**src/rtl/core/kvl_pkg.sv**
```systemverilog
package kvl_pkg;

  localparam int KC_W = 7;
  localparam int PC_W = 4;
  localparam int DIV_STEPS = 16;
  localparam int FRAC_W = 16;

  localparam logic CMD_WRITE  = 1'b0;
  localparam logic CMD_SAMPLE = 1'b1;

  localparam logic [1:0] STATUS_INTERP = 2'd0;
  localparam logic [1:0] STATUS_SINGLE = 2'd1;
  localparam logic [1:0] STATUS_EMPTY  = 2'd2;

  typedef struct packed {
    logic               cmd;
    logic [5:0]         key_index;
    logic [31:0]        time_value;
    logic signed [31:0] value_x;
    logic signed [31:0] value_y;
    logic signed [31:0] value_z;
  } in_word_t;

  typedef struct packed {
    logic signed [31:0] out_x;
    logic signed [31:0] out_y;
    logic signed [31:0] out_z;
    logic [1:0]         status;
  } out_word_t;

  typedef struct packed {
    logic [31:0]        time_v;
    logic signed [31:0] x;
    logic signed [31:0] y;
    logic signed [31:0] z;
  } key_row_t;

  typedef enum logic [2:0] {
    OP_NOP,
    OP_START,
    OP_SEARCH,
    OP_LOAD_A,
    OP_LOAD_D,
    OP_DIV_INIT,
    OP_DIV_STEP,
    OP_MUL
  } dp_op_t;

  typedef enum logic [1:0] {
    CMP_X,
    CMP_Y,
    CMP_Z
  } comp_t;

  typedef enum logic [2:0] {
    ACC_NONE,
    ACC_X,
    ACC_Y,
    ACC_Z,
    ACC_ZERO,
    ACC_ROW
  } acc_t;

  typedef enum logic {
    AD_SEG,
    AD_SEG1
  } addr_t;

  typedef enum logic [2:0] {
    C_NEVER,
    C_ALWAYS,
    C_NO_SAMPLE,
    C_EMPTY,
    C_SINGLE,
    C_MISS,
    C_CNT_NZ
  } cond_t;

  typedef struct packed {
    dp_op_t            op;
    comp_t             comp;
    acc_t              acc;
    addr_t             addr;
    logic              emit;
    logic [1:0]        status;
    cond_t             cond;
    logic [PC_W-1:0]   target;
  } ucw_t;

  typedef struct packed {
    logic empty;
    logic single;
    logic miss;
    logic cnt_nz;
  } dp_flags_t;

  // program steps
  localparam logic [PC_W-1:0] ST_IDLE   = 4'd0;
  localparam logic [PC_W-1:0] ST_CHK0   = 4'd1;
  localparam logic [PC_W-1:0] ST_CHK1   = 4'd2;
  localparam logic [PC_W-1:0] ST_SRD    = 4'd3;
  localparam logic [PC_W-1:0] ST_SCMP   = 4'd4;
  localparam logic [PC_W-1:0] ST_RDA    = 4'd5;
  localparam logic [PC_W-1:0] ST_LDA    = 4'd6;
  localparam logic [PC_W-1:0] ST_LDD    = 4'd7;
  localparam logic [PC_W-1:0] ST_DINIT  = 4'd8;
  localparam logic [PC_W-1:0] ST_DSTEP  = 4'd9;
  localparam logic [PC_W-1:0] ST_MX     = 4'd10;
  localparam logic [PC_W-1:0] ST_MY     = 4'd11;
  localparam logic [PC_W-1:0] ST_MZ     = 4'd12;
  localparam logic [PC_W-1:0] ST_FIN    = 4'd13;
  localparam logic [PC_W-1:0] ST_EMPTY  = 4'd14;
  localparam logic [PC_W-1:0] ST_SINGLE = 4'd15;

  function automatic ucw_t ucode_rom(input logic [PC_W-1:0] pc);
    ucw_t w;
    w.op     = OP_NOP;
    w.comp   = CMP_X;
    w.acc    = ACC_NONE;
    w.addr   = AD_SEG;
    w.emit   = 1'b0;
    w.status = STATUS_INTERP;
    w.cond   = C_NEVER;
    w.target = ST_IDLE;
    unique case (pc)
      ST_IDLE: begin
        w.op     = OP_START;
        w.cond   = C_NO_SAMPLE;
        w.target = ST_IDLE;
      end
      ST_CHK0: begin
        w.cond   = C_EMPTY;
        w.target = ST_EMPTY;
      end
      ST_CHK1: begin
        // row 0 is fetched here in case the table holds a single key
        w.addr   = AD_SEG;
        w.cond   = C_SINGLE;
        w.target = ST_SINGLE;
      end
      ST_SRD: begin
        w.addr = AD_SEG1;
      end
      ST_SCMP: begin
        w.op     = OP_SEARCH;
        w.cond   = C_MISS;
        w.target = ST_SRD;
      end
      ST_RDA: begin
        w.addr = AD_SEG;
      end
      ST_LDA: begin
        w.op   = OP_LOAD_A;
        w.addr = AD_SEG1;
      end
      ST_LDD: begin
        w.op = OP_LOAD_D;
      end
      ST_DINIT: begin
        w.op = OP_DIV_INIT;
      end
      ST_DSTEP: begin
        w.op     = OP_DIV_STEP;
        w.cond   = C_CNT_NZ;
        w.target = ST_DSTEP;
      end
      ST_MX: begin
        w.op   = OP_MUL;
        w.comp = CMP_X;
      end
      ST_MY: begin
        w.op   = OP_MUL;
        w.comp = CMP_Y;
        w.acc  = ACC_X;
      end
      ST_MZ: begin
        w.op   = OP_MUL;
        w.comp = CMP_Z;
        w.acc  = ACC_Y;
      end
      ST_FIN: begin
        w.acc    = ACC_Z;
        w.emit   = 1'b1;
        w.status = STATUS_INTERP;
        w.cond   = C_ALWAYS;
        w.target = ST_IDLE;
      end
      ST_EMPTY: begin
        w.acc    = ACC_ZERO;
        w.emit   = 1'b1;
        w.status = STATUS_EMPTY;
        w.cond   = C_ALWAYS;
        w.target = ST_IDLE;
      end
      ST_SINGLE: begin
        w.acc    = ACC_ROW;
        w.emit   = 1'b1;
        w.status = STATUS_SINGLE;
        w.cond   = C_ALWAYS;
        w.target = ST_IDLE;
      end
    endcase
    return w;
  endfunction

endpackage

```
**src/rtl/core/kvl_seq.sv**
```systemverilog
module kvl_seq (
  input  logic               clk,
  input  logic               rst_n,
  input  logic               sample_req,
  input  kvl_pkg::dp_flags_t flags,
  output kvl_pkg::ucw_t      ctrl,
  output logic               busy
);
  import kvl_pkg::*;

  logic [PC_W-1:0] pc_r;
  logic [PC_W-1:0] pc_nxt;
  logic            take;

  assign ctrl = ucode_rom(pc_r);
  assign busy = (pc_r != ST_IDLE);

  always_comb begin
    unique case (ctrl.cond)
      C_NEVER:     take = 1'b0;
      C_ALWAYS:    take = 1'b1;
      C_NO_SAMPLE: take = !sample_req;
      C_EMPTY:     take = flags.empty;
      C_SINGLE:    take = flags.single;
      C_MISS:      take = flags.miss;
      C_CNT_NZ:    take = flags.cnt_nz;
      default:     take = 1'b1;
    endcase
    pc_nxt = take ? ctrl.target : pc_r + PC_W'(1);
  end

  always_ff @(posedge clk) begin
    if (!rst_n) begin
      pc_r <= ST_IDLE;
    end else begin
      pc_r <= pc_nxt;
    end
  end

endmodule

```
**config.mk**
```make
export PLATFORM = sky130hd
export DESIGN_NAME = kvl_seq
export DESIGN_NICKNAME = d
export VERILOG_FILES = /design/src/rtl/core/kvl_pkg.sv /design/src/rtl/core/kvl_seq.sv
export SDC_FILE = /design/constraint.sdc
export NUM_CORES = 1
export LEC_CHECK = 0
export ABC_AREA = 1
export BUFFER_PORTS_ARGS = -buffer_cell sky130_fd_sc_hd__buf_2
export CORE_UTILIZATION = 45
export DETAILED_ROUTE_END_ITERATION = 6
export PLACE_DENSITY = 0.75
export SLEW_MARGIN = 20
export SYNTH_ARGS = -nofsm -noshare
export SYNTH_HDL_FRONTEND = slang
export SYNTH_SLANG_ARGS = --single-unit
```
**constraint.sdc**
```tcl
create_clock -name clk -period 3.9 [get_ports clk]
set_input_delay 0.78 -clock clk [delete_from_list [all_inputs] [get_ports clk]]
set_output_delay 0.78 -clock clk [all_outputs]
set_load 0.02 [all_outputs]
```
==> summary.txt <==
Share of cells above drive strength 1 -> 39.5%
# rows -> 13
Slew HR -> 70.5%
CP max FO -> 4
Net Sw Power -> 444 uW
Max Cap Violations -> 0
Postcts setup bufs -> 0
Crit path time final -> 2610 ps
Die height -> 39.1 microns
Post-CTS Hold Buffers -> 0
Yosys top cell area share -> 12.9%
Top Registers -> pc_r x4
Largest net degree at the start of global routing -> 10
Fillers -> 136
Crit path arrival time -> 1830 ps
Nature of the critical path endpoint -> primary output
Logic pwr share -> 81.5%
Max FFs per register -> 4
Place WS -> 1560 ps
Die X-Extent -> 39.1 microns
Crit path max-delay family -> compound AO/OA/AOI/OAI gates
Antenna Diode Count -> 0
Routability congestion estimate -> 0.765
Final period util -> 66.9%
Sw frac -> 59.9%
GR Util All Layers -> 18.0%
Synthesized net count -> 108
Leading area contributor after synthesis -> dfxtp_1
CORE AREA -> 0.00128 sq mm
CTS Buffer Depth -> 2
M1 wire length -> 610 microns
Max incr delay on CP -> 370 ps
Commonest non-fill, non-tap cell in the layout -> buf_2
Vias -> 672
Met3 WL -> 76 microns
Final Max Tran Viols -> 0
Clock Power Share -> 6.7%
Synth top area cells -> dfxtp_1 13%, nand2_1 12%, inv_1 9.7%
Pwr Density -> 958 mW/mm^2
Fin. Hold Viols -> 0
Status -> finished, final reports clean
Initial antenna violation count -> 0
Slew @ Worst Pin -> 443 ps
First-pass DRT Iterations -> 4
Mapped Cells -> 97
Routed met2 length -> 624 microns
Sequential Power Share -> 11.8%
Seq cells post-synth -> 4
Crit path cell chain -> inv_1 -> ha_1 -> nor2_1 -> o22ai_1 -> a31oi_1 -> o211ai_1 -> buf_2
Leakage -> 0.469 nW
Clock network latency to the later pin of the worst-skew pair -> 230 ps
Syn Area/Cell -> 6.40 sq um
Fmax -> 0.383 GHz
Worst setup SP type -> flip-flop
Sequential cell area fraction in the yosys report -> 12.9%
H-Tree Depth -> 1
Area of all sequential standard cells -> 80.1 sq um
P_int -> 297 uW
Number of global-route vias before repair -> 498
Warnings, synthesis -> 0
Mapped cell area -> 621 sq um
Netlist cell types -> 26
First-pass GRT wire length -> 1.93 mm
Area Growth Syn to Fin -> 24.6%
Port buffer count -> 26
CP required -> 3120 ps
Clock transition at path regs -> 40 ps
Top Metal Used -> met3
DR iter-0 viols -> 9
Antenna Violating Nets Remaining -> 0
CP Buf/Inv Count -> 2
Final worst slack -> 1290 ps
Final Skew -> 3.10 ps
Nets -> 137
Post-CTS Resized -> 0
WL/cell -> 9.43 microns
# IOs -> 27
Crit path max-delay cell type -> dfxtp_1
Critical path class -> reg -> out
Commonest cells after routing, fill and taps aside -> 26 x buf_2, 20 x nand2_1, 16 x inv_1
DP Wirelength -> 1.08 mm
CTS Buf Count -> 3
Biggest register -> pc_r
Clock root buffer -> clkbuf_4
Total grt overflow -> 0
CTS tree -> yes
# clock sinks -> 4
Starting Density -> 48.3%
VDD IR max -> 0.444 mV
# setup viols final -> 0
Post-Route WL -> 1.31 mm
Vias per cell -> 4.83
Worst hold path type -> reg -> reg
DRC viols -> 0
Die Footprint -> 0.00153 sq mm
Setup TNS -> 0 ps
RSZ-0062 raised after global routing -> false
Area taken by multi-input logic gates -> 449 sq um
==> metal layers <==
| metal | global-route usage (%) | up-vias |
|---|---|---|
| li1 | - | 358 |
| met1 | 22.3 | 288 |
| met2 | 32.1 | 26 |
| met3 | 3.47 | 0 |
| met4 | 2.59 | 0 |
| met5 | 0 | - |
==> cell type report <==
class	instances	share of cell area, %
Clock buffer	3	2.91
Tap cell	15	2.43
Inverter	19	9.39
Sequential cell	4	10.4
Timing Repair Buffer	26	16.8
Multi-Input combinational cell	72	58.1
==> cell families after synthesis <==
group	count (synthesis)	share of synthesized area [%]
AOI/OAI and AO/OA	10	8.87
xor gates and xnor gates	2	2.82
adders and majority gates	4	8.06
buffers and inverters	21	14.7
DFF	4	12.9
and+or+nand+nor	56	52.6
==> cell usage after synthesis <==
cell type	number
nand2_2	5
inv_2	2
or3_1	1
o21ai_0	1
xor2_1	2
dfxtp_1	4
nand3_4	3
ha_1	4
or2_2	1
nor2_1	9
nor2_4	1
nand3_1	8
a21oi_1	5
a31oi_1	1
clkinv_2	1
inv_1	16
nand2_4	3
nand3_2	1
o22ai_1	1
o21ai_1	1
nand2_1	20
buf_6	1
buf_4	1
nand3b_1	1
nor2_2	3
o211ai_1	1
==> worst paths after layout <==
path	cells past startpoint	endpoint	slack, ps	startpoint
max	7	ctrl[18]	1290	pc_r[0]
min	3	pc_r[0]	600	pc_r[0]
max reg2reg	10	pc_r[2]	2010	pc_r[0]
min reg2reg	3	pc_r[0]	600	pc_r[0]
==> per-stage QoR <==
step | cells | power (mW) | instance area, sq um | util, % | hold slack, ps
finish | 139 | 0.741 | 773 | 60.2 | 597
global placement | 136 | 0.691 | 751 | 58.4 | 571
floorplan | 97 | 0.573 | 621 | - | 539
global route | 139 | 0.824 | 773 | 60.2 | 651
CTS | 139 | 0.749 | 773 | 60.2 | 604
detailed placement | 136 | 0.695 | 751 | 58.4 | 595
==> worst register-to-register path, stage by stage, from the launching register on <==
cell	delay [ps]
dfxtp_1	370
inv_1	90
ha_1	250
nor2_1	260
nor2_4	50
nor2_2	200
nand3_1	110
nand2_1	110
nand3_4	110
a21oi_1	160
nor2_1	60
==> power groups by stage <==
stage / Clock [mW] / Sequential [mW] / Combinational, mW
after floorplan: 0 / 0.0739 / 0.499
after global placement: 0 / 0.0874 / 0.604
after detailed placement: 0 / 0.0876 / 0.607
after CTS: 0.0520 / 0.0874 / 0.610
after global routing: 0.0544 / 0.0899 / 0.679
final: 0.0497 / 0.0876 / 0.604
(Power assumes the default switching activity.)
