==> src/rtl/core/kvl_pkg.sv <==
package kvl_pkg;

  localparam int KC_W = 7;
  localparam int PC_W = 4;
  localparam int DIV_STEPS = 16;
  localparam int FRAC_W = 16;

  localparam logic CMD_WRITE  = 1'b0;
  localparam logic CMD_SAMPLE = 1'b1;

  localparam logic [1:0] STATUS_INTERP = 2'd0;
  localparam logic [1:0] STATUS_SINGLE = 2'd1;
  localparam logic [1:0] STATUS_EMPTY  = 2'd2;

  typedef struct packed {
    logic               cmd;
    logic [5:0]         key_index;
    logic [31:0]        time_value;
    logic signed [31:0] value_x;
    logic signed [31:0] value_y;
    logic signed [31:0] value_z;
  } in_word_t;

  typedef struct packed {
    logic signed [31:0] out_x;
    logic signed [31:0] out_y;
    logic signed [31:0] out_z;
    logic [1:0]         status;
  } out_word_t;

  typedef struct packed {
    logic [31:0]        time_v;
    logic signed [31:0] x;
    logic signed [31:0] y;
    logic signed [31:0] z;
  } key_row_t;

  typedef enum logic [2:0] {
    OP_NOP,
    OP_START,
    OP_SEARCH,
    OP_LOAD_A,
    OP_LOAD_D,
    OP_DIV_INIT,
    OP_DIV_STEP,
    OP_MUL
  } dp_op_t;

  typedef enum logic [1:0] {
    CMP_X,
    CMP_Y,
    CMP_Z
  } comp_t;

  typedef enum logic [2:0] {
    ACC_NONE,
    ACC_X,
    ACC_Y,
    ACC_Z,
    ACC_ZERO,
    ACC_ROW
  } acc_t;

  typedef enum logic {
    AD_SEG,
    AD_SEG1
  } addr_t;

  typedef enum logic [2:0] {
    C_NEVER,
    C_ALWAYS,
    C_NO_SAMPLE,
    C_EMPTY,
    C_SINGLE,
    C_MISS,
    C_CNT_NZ
  } cond_t;

  typedef struct packed {
    dp_op_t            op;
    comp_t             comp;
    acc_t              acc;
    addr_t             addr;
    logic              emit;
    logic [1:0]        status;
    cond_t             cond;
    logic [PC_W-1:0]   target;
  } ucw_t;

  typedef struct packed {
    logic empty;
    logic single;
    logic miss;
    logic cnt_nz;
  } dp_flags_t;

  // program steps
  localparam logic [PC_W-1:0] ST_IDLE   = 4'd0;
  localparam logic [PC_W-1:0] ST_CHK0   = 4'd1;
  localparam logic [PC_W-1:0] ST_CHK1   = 4'd2;
  localparam logic [PC_W-1:0] ST_SRD    = 4'd3;
  localparam logic [PC_W-1:0] ST_SCMP   = 4'd4;
  localparam logic [PC_W-1:0] ST_RDA    = 4'd5;
  localparam logic [PC_W-1:0] ST_LDA    = 4'd6;
  localparam logic [PC_W-1:0] ST_LDD    = 4'd7;
  localparam logic [PC_W-1:0] ST_DINIT  = 4'd8;
  localparam logic [PC_W-1:0] ST_DSTEP  = 4'd9;
  localparam logic [PC_W-1:0] ST_MX     = 4'd10;
  localparam logic [PC_W-1:0] ST_MY     = 4'd11;
  localparam logic [PC_W-1:0] ST_MZ     = 4'd12;
  localparam logic [PC_W-1:0] ST_FIN    = 4'd13;
  localparam logic [PC_W-1:0] ST_EMPTY  = 4'd14;
  localparam logic [PC_W-1:0] ST_SINGLE = 4'd15;

  function automatic ucw_t ucode_rom(input logic [PC_W-1:0] pc);
    ucw_t w;
    w.op     = OP_NOP;
    w.comp   = CMP_X;
    w.acc    = ACC_NONE;
    w.addr   = AD_SEG;
    w.emit   = 1'b0;
    w.status = STATUS_INTERP;
    w.cond   = C_NEVER;
    w.target = ST_IDLE;
    unique case (pc)
      ST_IDLE: begin
        w.op     = OP_START;
        w.cond   = C_NO_SAMPLE;
        w.target = ST_IDLE;
      end
      ST_CHK0: begin
        w.cond   = C_EMPTY;
        w.target = ST_EMPTY;
      end
      ST_CHK1: begin
        // row 0 is fetched here in case the table holds a single key
        w.addr   = AD_SEG;
        w.cond   = C_SINGLE;
        w.target = ST_SINGLE;
      end
      ST_SRD: begin
        w.addr = AD_SEG1;
      end
      ST_SCMP: begin
        w.op     = OP_SEARCH;
        w.cond   = C_MISS;
        w.target = ST_SRD;
      end
      ST_RDA: begin
        w.addr = AD_SEG;
      end
      ST_LDA: begin
        w.op   = OP_LOAD_A;
        w.addr = AD_SEG1;
      end
      ST_LDD: begin
        w.op = OP_LOAD_D;
      end
      ST_DINIT: begin
        w.op = OP_DIV_INIT;
      end
      ST_DSTEP: begin
        w.op     = OP_DIV_STEP;
        w.cond   = C_CNT_NZ;
        w.target = ST_DSTEP;
      end
      ST_MX: begin
        w.op   = OP_MUL;
        w.comp = CMP_X;
      end
      ST_MY: begin
        w.op   = OP_MUL;
        w.comp = CMP_Y;
        w.acc  = ACC_X;
      end
      ST_MZ: begin
        w.op   = OP_MUL;
        w.comp = CMP_Z;
        w.acc  = ACC_Y;
      end
      ST_FIN: begin
        w.acc    = ACC_Z;
        w.emit   = 1'b1;
        w.status = STATUS_INTERP;
        w.cond   = C_ALWAYS;
        w.target = ST_IDLE;
      end
      ST_EMPTY: begin
        w.acc    = ACC_ZERO;
        w.emit   = 1'b1;
        w.status = STATUS_EMPTY;
        w.cond   = C_ALWAYS;
        w.target = ST_IDLE;
      end
      ST_SINGLE: begin
        w.acc    = ACC_ROW;
        w.emit   = 1'b1;
        w.status = STATUS_SINGLE;
        w.cond   = C_ALWAYS;
        w.target = ST_IDLE;
      end
    endcase
    return w;
  endfunction

endpackage

==> src/rtl/core/kvl_dpath.sv <==
module kvl_dpath #(
  parameter int MAX_KEYS = 64,
  parameter int AW = 6
) (
  input  logic               clk,
  input  logic               rst_n,
  input  kvl_pkg::ucw_t      ctrl,
  input  logic [kvl_pkg::KC_W-1:0] key_count,
  input  logic [31:0]        sample_time,
  input  kvl_pkg::key_row_t  rd_row,
  output logic [AW-1:0]      rd_addr,
  output kvl_pkg::dp_flags_t flags,
  output logic               out_valid,
  output kvl_pkg::out_word_t out_data
);
  import kvl_pkg::*;

  localparam int CW = $clog2(MAX_KEYS + 1);
  localparam int SW = AW + 1;
  localparam int FW = FRAC_W + 1;
  localparam int PW = 33 + FW + 1;
  localparam int DCW = $clog2(DIV_STEPS);

  logic [31:0]        kc32;
  logic [31:0]        n32;
  logic [CW-1:0]      n;
  logic               hit;

  logic [31:0]        t_r, t_nxt;
  logic [AW-1:0]      seg_r, seg_nxt;
  logic [31:0]        t0_r, t0_nxt;
  logic signed [31:0] a_x_r, a_x_nxt, a_y_r, a_y_nxt, a_z_r, a_z_nxt;
  logic signed [32:0] d_x_r, d_x_nxt, d_y_r, d_y_nxt, d_z_r, d_z_nxt;
  logic [31:0]        num_r, num_nxt, den_r, den_nxt;
  logic               zero_r, zero_nxt, one_r, one_nxt;
  logic [31:0]        rem_r, rem_nxt;
  logic [32:0]        rem_sh;
  logic [FRAC_W-1:0]  q_r, q_nxt;
  logic [DCW-1:0]     cnt_r, cnt_nxt;
  logic [FW-1:0]      factor;
  logic signed [FW:0] fac_s;
  logic signed [32:0] d_sel;
  logic signed [PW-1:0] prod_r, prod_nxt, prod_sh;
  logic signed [31:0] out_x_r, out_x_nxt, out_y_r, out_y_nxt, out_z_r, out_z_nxt;
  logic [1:0]         status_r, status_nxt;
  logic               valid_r;

  // clamp the count to the table depth
  assign kc32 = 32'(key_count);
  assign n32  = (kc32 > 32'(MAX_KEYS)) ? 32'(MAX_KEYS) : kc32;
  assign n    = n32[CW-1:0];

  // stop at the first later key, or at the last segment
  assign hit = (t_r < rd_row.time_v) || ((SW'(seg_r) + SW'(2)) >= SW'(n));

  assign flags.empty  = (n == CW'(0));
  assign flags.single = (n == CW'(1));
  assign flags.miss   = !hit;
  assign flags.cnt_nz = (cnt_r != DCW'(0));

  assign rd_addr = (ctrl.addr == AD_SEG1) ? seg_r + AW'(1) : seg_r;

  assign factor = zero_r ? FW'(0) : (one_r ? FW'(1 << FRAC_W) : FW'(q_r));
  assign fac_s  = $signed({1'b0, factor});
  assign rem_sh = {rem_r, 1'b0};
  assign prod_sh = prod_r >>> FRAC_W;

  always_comb begin
    unique case (ctrl.comp)
      CMP_X:   d_sel = d_x_r;
      CMP_Y:   d_sel = d_y_r;
      CMP_Z:   d_sel = d_z_r;
      default: d_sel = d_x_r;
    endcase
  end

  always_comb begin
    t_nxt    = t_r;
    seg_nxt  = seg_r;
    t0_nxt   = t0_r;
    a_x_nxt  = a_x_r;
    a_y_nxt  = a_y_r;
    a_z_nxt  = a_z_r;
    d_x_nxt  = d_x_r;
    d_y_nxt  = d_y_r;
    d_z_nxt  = d_z_r;
    num_nxt  = num_r;
    den_nxt  = den_r;
    zero_nxt = zero_r;
    one_nxt  = one_r;
    rem_nxt  = rem_r;
    q_nxt    = q_r;
    cnt_nxt  = cnt_r;
    prod_nxt = prod_r;
    unique case (ctrl.op)
      OP_NOP: begin
      end
      OP_START: begin
        t_nxt   = sample_time;
        seg_nxt = '0;
      end
      OP_SEARCH: begin
        if (!hit) begin
          seg_nxt = seg_r + AW'(1);
        end
      end
      OP_LOAD_A: begin
        t0_nxt  = rd_row.time_v;
        a_x_nxt = rd_row.x;
        a_y_nxt = rd_row.y;
        a_z_nxt = rd_row.z;
      end
      OP_LOAD_D: begin
        d_x_nxt  = 33'(rd_row.x) - 33'(a_x_r);
        d_y_nxt  = 33'(rd_row.y) - 33'(a_y_r);
        d_z_nxt  = 33'(rd_row.z) - 33'(a_z_r);
        num_nxt  = t_r - t0_r;
        den_nxt  = rd_row.time_v - t0_r;
        zero_nxt = (rd_row.time_v <= t0_r) || (t_r <= t0_r);
      end
      OP_DIV_INIT: begin
        one_nxt = (num_r >= den_r);
        rem_nxt = num_r;
        q_nxt   = '0;
        cnt_nxt = DCW'(DIV_STEPS - 1);
      end
      OP_DIV_STEP: begin
        // restoring division, one quotient bit per step
        if (rem_sh >= {1'b0, den_r}) begin
          rem_nxt = 32'(rem_sh - {1'b0, den_r});
          q_nxt   = {q_r[FRAC_W-2:0], 1'b1};
        end else begin
          rem_nxt = rem_sh[31:0];
          q_nxt   = {q_r[FRAC_W-2:0], 1'b0};
        end
        cnt_nxt = cnt_r - DCW'(1);
      end
      OP_MUL: begin
        prod_nxt = PW'(d_sel) * PW'(fac_s);
      end
    endcase
  end

  always_comb begin
    out_x_nxt  = out_x_r;
    out_y_nxt  = out_y_r;
    out_z_nxt  = out_z_r;
    status_nxt = ctrl.emit ? ctrl.status : status_r;
    unique case (ctrl.acc)
      ACC_NONE: begin
      end
      ACC_X:    out_x_nxt = a_x_r + $signed(prod_sh[31:0]);
      ACC_Y:    out_y_nxt = a_y_r + $signed(prod_sh[31:0]);
      ACC_Z:    out_z_nxt = a_z_r + $signed(prod_sh[31:0]);
      ACC_ZERO: begin
        out_x_nxt = '0;
        out_y_nxt = '0;
        out_z_nxt = '0;
      end
      ACC_ROW: begin
        out_x_nxt = rd_row.x;
        out_y_nxt = rd_row.y;
        out_z_nxt = rd_row.z;
      end
      default: begin
      end
    endcase
  end

  always_ff @(posedge clk) begin
    t_r      <= t_nxt;
    seg_r    <= seg_nxt;
    t0_r     <= t0_nxt;
    a_x_r    <= a_x_nxt;
    a_y_r    <= a_y_nxt;
    a_z_r    <= a_z_nxt;
    d_x_r    <= d_x_nxt;
    d_y_r    <= d_y_nxt;
    d_z_r    <= d_z_nxt;
    num_r    <= num_nxt;
    den_r    <= den_nxt;
    zero_r   <= zero_nxt;
    one_r    <= one_nxt;
    rem_r    <= rem_nxt;
    q_r      <= q_nxt;
    prod_r   <= prod_nxt;
    out_x_r  <= out_x_nxt;
    out_y_r  <= out_y_nxt;
    out_z_r  <= out_z_nxt;
    status_r <= status_nxt;
  end

  always_ff @(posedge clk) begin
    if (!rst_n) begin
      valid_r <= 1'b0;
      cnt_r   <= '0;
    end else begin
      valid_r <= ctrl.emit;
      cnt_r   <= cnt_nxt;
    end
  end

  assign out_valid       = valid_r;
  assign out_data.out_x  = out_x_r;
  assign out_data.out_y  = out_y_r;
  assign out_data.out_z  = out_z_r;
  assign out_data.status = status_r;

endmodule

==> config.mk <==
export PLATFORM = sky130hd
export DESIGN_NAME = kvl_dpath
export DESIGN_NICKNAME = d
export VERILOG_FILES = /design/src/rtl/core/kvl_pkg.sv /design/src/rtl/core/kvl_dpath.sv
export SDC_FILE = /design/constraint.sdc
export NUM_CORES = 2
export LEC_CHECK = 0
export ABC_AREA = 1
export BUFFER_PORTS_ARGS = -buffer_cell sky130_fd_sc_hd__buf_4
export CORE_MARGIN = 1.5
export CORE_UTILIZATION = 64
export CTS_CLUSTER_DIAMETER = 100
export CTS_CLUSTER_SIZE = 30
export DETAILED_ROUTE_END_ITERATION = 12
export HOLD_SLACK_MARGIN = 0.15
export PLACE_DENSITY = 0.81
export RECOVER_POWER = 25
export SLEW_MARGIN = 5
export SYNTH_ARGS = -nofsm -noshare
export SYNTH_HDL_FRONTEND = slang
export SYNTH_SLANG_ARGS = --single-unit
==> constraint.sdc <==
create_clock -name clk -period 17.1 [get_ports clk]
set_input_delay 3.42 -clock clk [delete_from_list [all_inputs] [get_ports clk]]
set_output_delay 3.42 -clock clk [all_outputs]
set_load 0.03 [all_outputs]
==> metrics.csv <==
metric;value;unit
numCtsBuffers;31;
fin_skew;48.9;ps
synth.avg_cell_area;7.72;µm²
gp_congestion;1.03;
startpoint_type;input port;
leakagePower;0.0309;µW
grt.busiest_layer;met2;
rows;110;
hold_depth;2;
grt_pass1_wl;293;mm
grt_pass1_vias;51600;
grtUsageTotal;0.414;
syn-instance-count;7564;
synth-async-reset-ratio;0;
drt_iter0_drc;6534;
synthesis.area;58400;µm²
cts_root_buffer;clkbuf_16;
use_met2;0.620;
synth_edf_count;509;
timing.fmax;0.0923;GHz
status;finished with violations;
synth_fp_nets;8746;
worst_ep_arrival_time;11290;ps
slew_headroom;-0.577;
fin_crit;10830;ps
holdPathEnd;rem_r[15];
whs;579;ps
first_pass_iters;7;
slowest_delay;780;ps
die-area;93000;µm²
drv_slew;104;
grtUsageMet3;0.116;
worstReg2RegStart;zero_r;
initial_core_util;0.647;
yosysUniqueCellTypes;57;
portBuffers;289;
finalCritPeriodShare;0.634;
grt_max_degree;165;
multiInputGateArea;36600;µm²
tns;0;ps
yosys_warnings;0;
cpMaxStageDelayCell;fa_1;
path_max_fanout;35;
ys_ff_latch;514;
crit_buf_inv;10;
synth-seq-area-share;0.264;
ctsResizeCount;0;
insertion_delay;710;ps
power_density;115;nW/µm²
required;17550;ps
dpl.cell_count;8962;
reg2regPathDepth;24;
drc;0;
antenna_found_initial;20;
reg_top3;d_x_r (33), d_y_r (33), d_z_r (33);
fill_cells;7562;
clock-sinks;514;
crit_family;adder cells;
min_path_type;flip-flop to flip-flop;
finalSetupViolCount;0;
clkTransAtPathRegs;100;ps
tightestPinTransition;2370;ps
cts_setup_buffers;0;
worstSetupPathType;input port to flip-flop;
cts_tree;yes;
nNetsFinal;9001;
globalRouteOverflowTotal;0;
rrSetupSlack;8300;ps
cp-end-kind;flip-flop;
rsz0062_at_grt;no;
die_y;305;µm
viasPerCell;5.87;
seq_area;15400;µm²
r2r_end;prod_r[46];
vias;53000;
violations;capacitance limit, slew limit;
ant_nets;0;
cap_violations;3;
hpwl;159;mm
finalHoldViolations;0;
gr-usage-met1;0.553;
die_x;305;µm
routed_wl;193;mm
drive_gt1_frac;0.0453;
cts_max_level;1;
cts_max_path_buffers;3;
timing.critical_path.mode_cell;inv_1;
coreArea;90100;µm²
hold_buffers;0;
finalNonFillerCells;9020;
layout.core_utilization;0.694;
boundaryPins;297;
wire_per_inst;21.4;µm
area_growth;7.20;%
synth_flop_cell;edfxtp_1;
hold_start;num_r[15];
vdd_drop_max;0.000109;V
## power by group
part           internal [µW]  switching, µW  total [µW]
logic                   1430           2970        4400
clock network            386            537         923
registers               1660            222        1880
## per-stage QoR
step,power (µW),cell area (µm²),setup slack (ps)
after floorplan,4620,58400,1500
after global placement,6110,61900,5910
after detailed placement,6140,61900,5820
after CTS,7090,63100,6520
after global routing,7670,62600,6060
final,7200,62600,6270
## cells by family after synthesis
kind of cell	Yosys count	share of synthesized area
AO/OA/AOI/OAI	897	0.0873
buffers and inverters	1690	0.111
AND/OR/NAND/NOR	3283	0.230
adder cells (fa/ha/maj)	994	0.280
XOR/XNOR	186	0.0279
flip-flops	514	0.264
## final cells by class
cell class              count  share of cell area
multi-input cells        5360               0.585
flip-flops and latches    514               0.246
inverters                1577              0.0946
repair buffers            335              0.0322
well taps                1176              0.0235
clock buffers              31              0.0124
clock inverters            21             0.00602
diodes                      6            0.000240
## metal layers
metal	wire length (µm)	vias to the layer above
li1	-	24400
met2	81400	3106
met3	24400	585
met1	74800	24900
met4	12100	22
met5	237	-
## Yosys cell counts (all sizes together) (3+ instances only)
cell,count,area (µm²)
o21ai,286,1440
ha,471,5890
nor3,68,372
a21o,42,315
inv,1573,5900
clkinv,4,15.0
clkbuf,64,240
nand4,43,275
or2,19,119
xnor2,48,420
a221o,31,310
o211ai,14,105
and3,14,87.6
nand3b,23,173
a22o,6,52.6
o21bai,41,308
xor2,138,1210
and2,9,56.3
fa,523,10500
nor2,857,3260
a21oi,396,1990
buf,48,285
o21a,19,143
nand2,1849,6990
nor4,21,138
a211oi,3,22.5
nand3,378,1950
o22ai,3,18.8
dfxtp,5,100
a31oi,32,206
a21boi,18,135
edfxtp,509,15300
## cell usage in the layout, fill, tap and decap left out, types with 31 or more instances in the layout
cell type     n
xor2_1      138
buf_4       162
nor2_1      838
nand2_1    1831
nand4_1      42
clkbuf_4     35
fa_1        523
a31oi_1      31
clkbuf_16    31
o21ai_0     252
o21bai_1     41
clkbuf_1    137
a221o_1      31
a21o_1       42
ha_1        471
nand3_1     366
nor3_1       60
inv_1      1553
a21oi_1     394
xnor2_1      48
edfxtp_1    509
## worst reg2reg max path, delay by kind of cell, from the launching register on
family | cells | cell delay [ps]
adders and majority gates | 7 | 3280
DFF | 1 | 520
AOI/OAI and AO/OA | 4 | 1300
buffers and inverters | 6 | 1720
and+or+nand+nor | 7 | 1730
## how the worst max path moves through the flow
| stage | start | endpoint | slack, ps | cells past startpoint |
|---|---|---|---|---|
| final | ctrl[14] | prod_r[47] | 6270 | 30 |
| after global routing | ctrl[14] | prod_r[42] | 6060 | 26 |
| after CTS | ctrl[14] | prod_r[47] | 6520 | 30 |
| after detailed placement | ctrl[14] | prod_r[47] | 5820 | 30 |
| after global placement | ctrl[14] | prod_r[42] | 5910 | 26 |
| after floorplan | ctrl[17] | d_x_r[0] | 1500 | 1 |
Power figures use the tool's default switching activity.
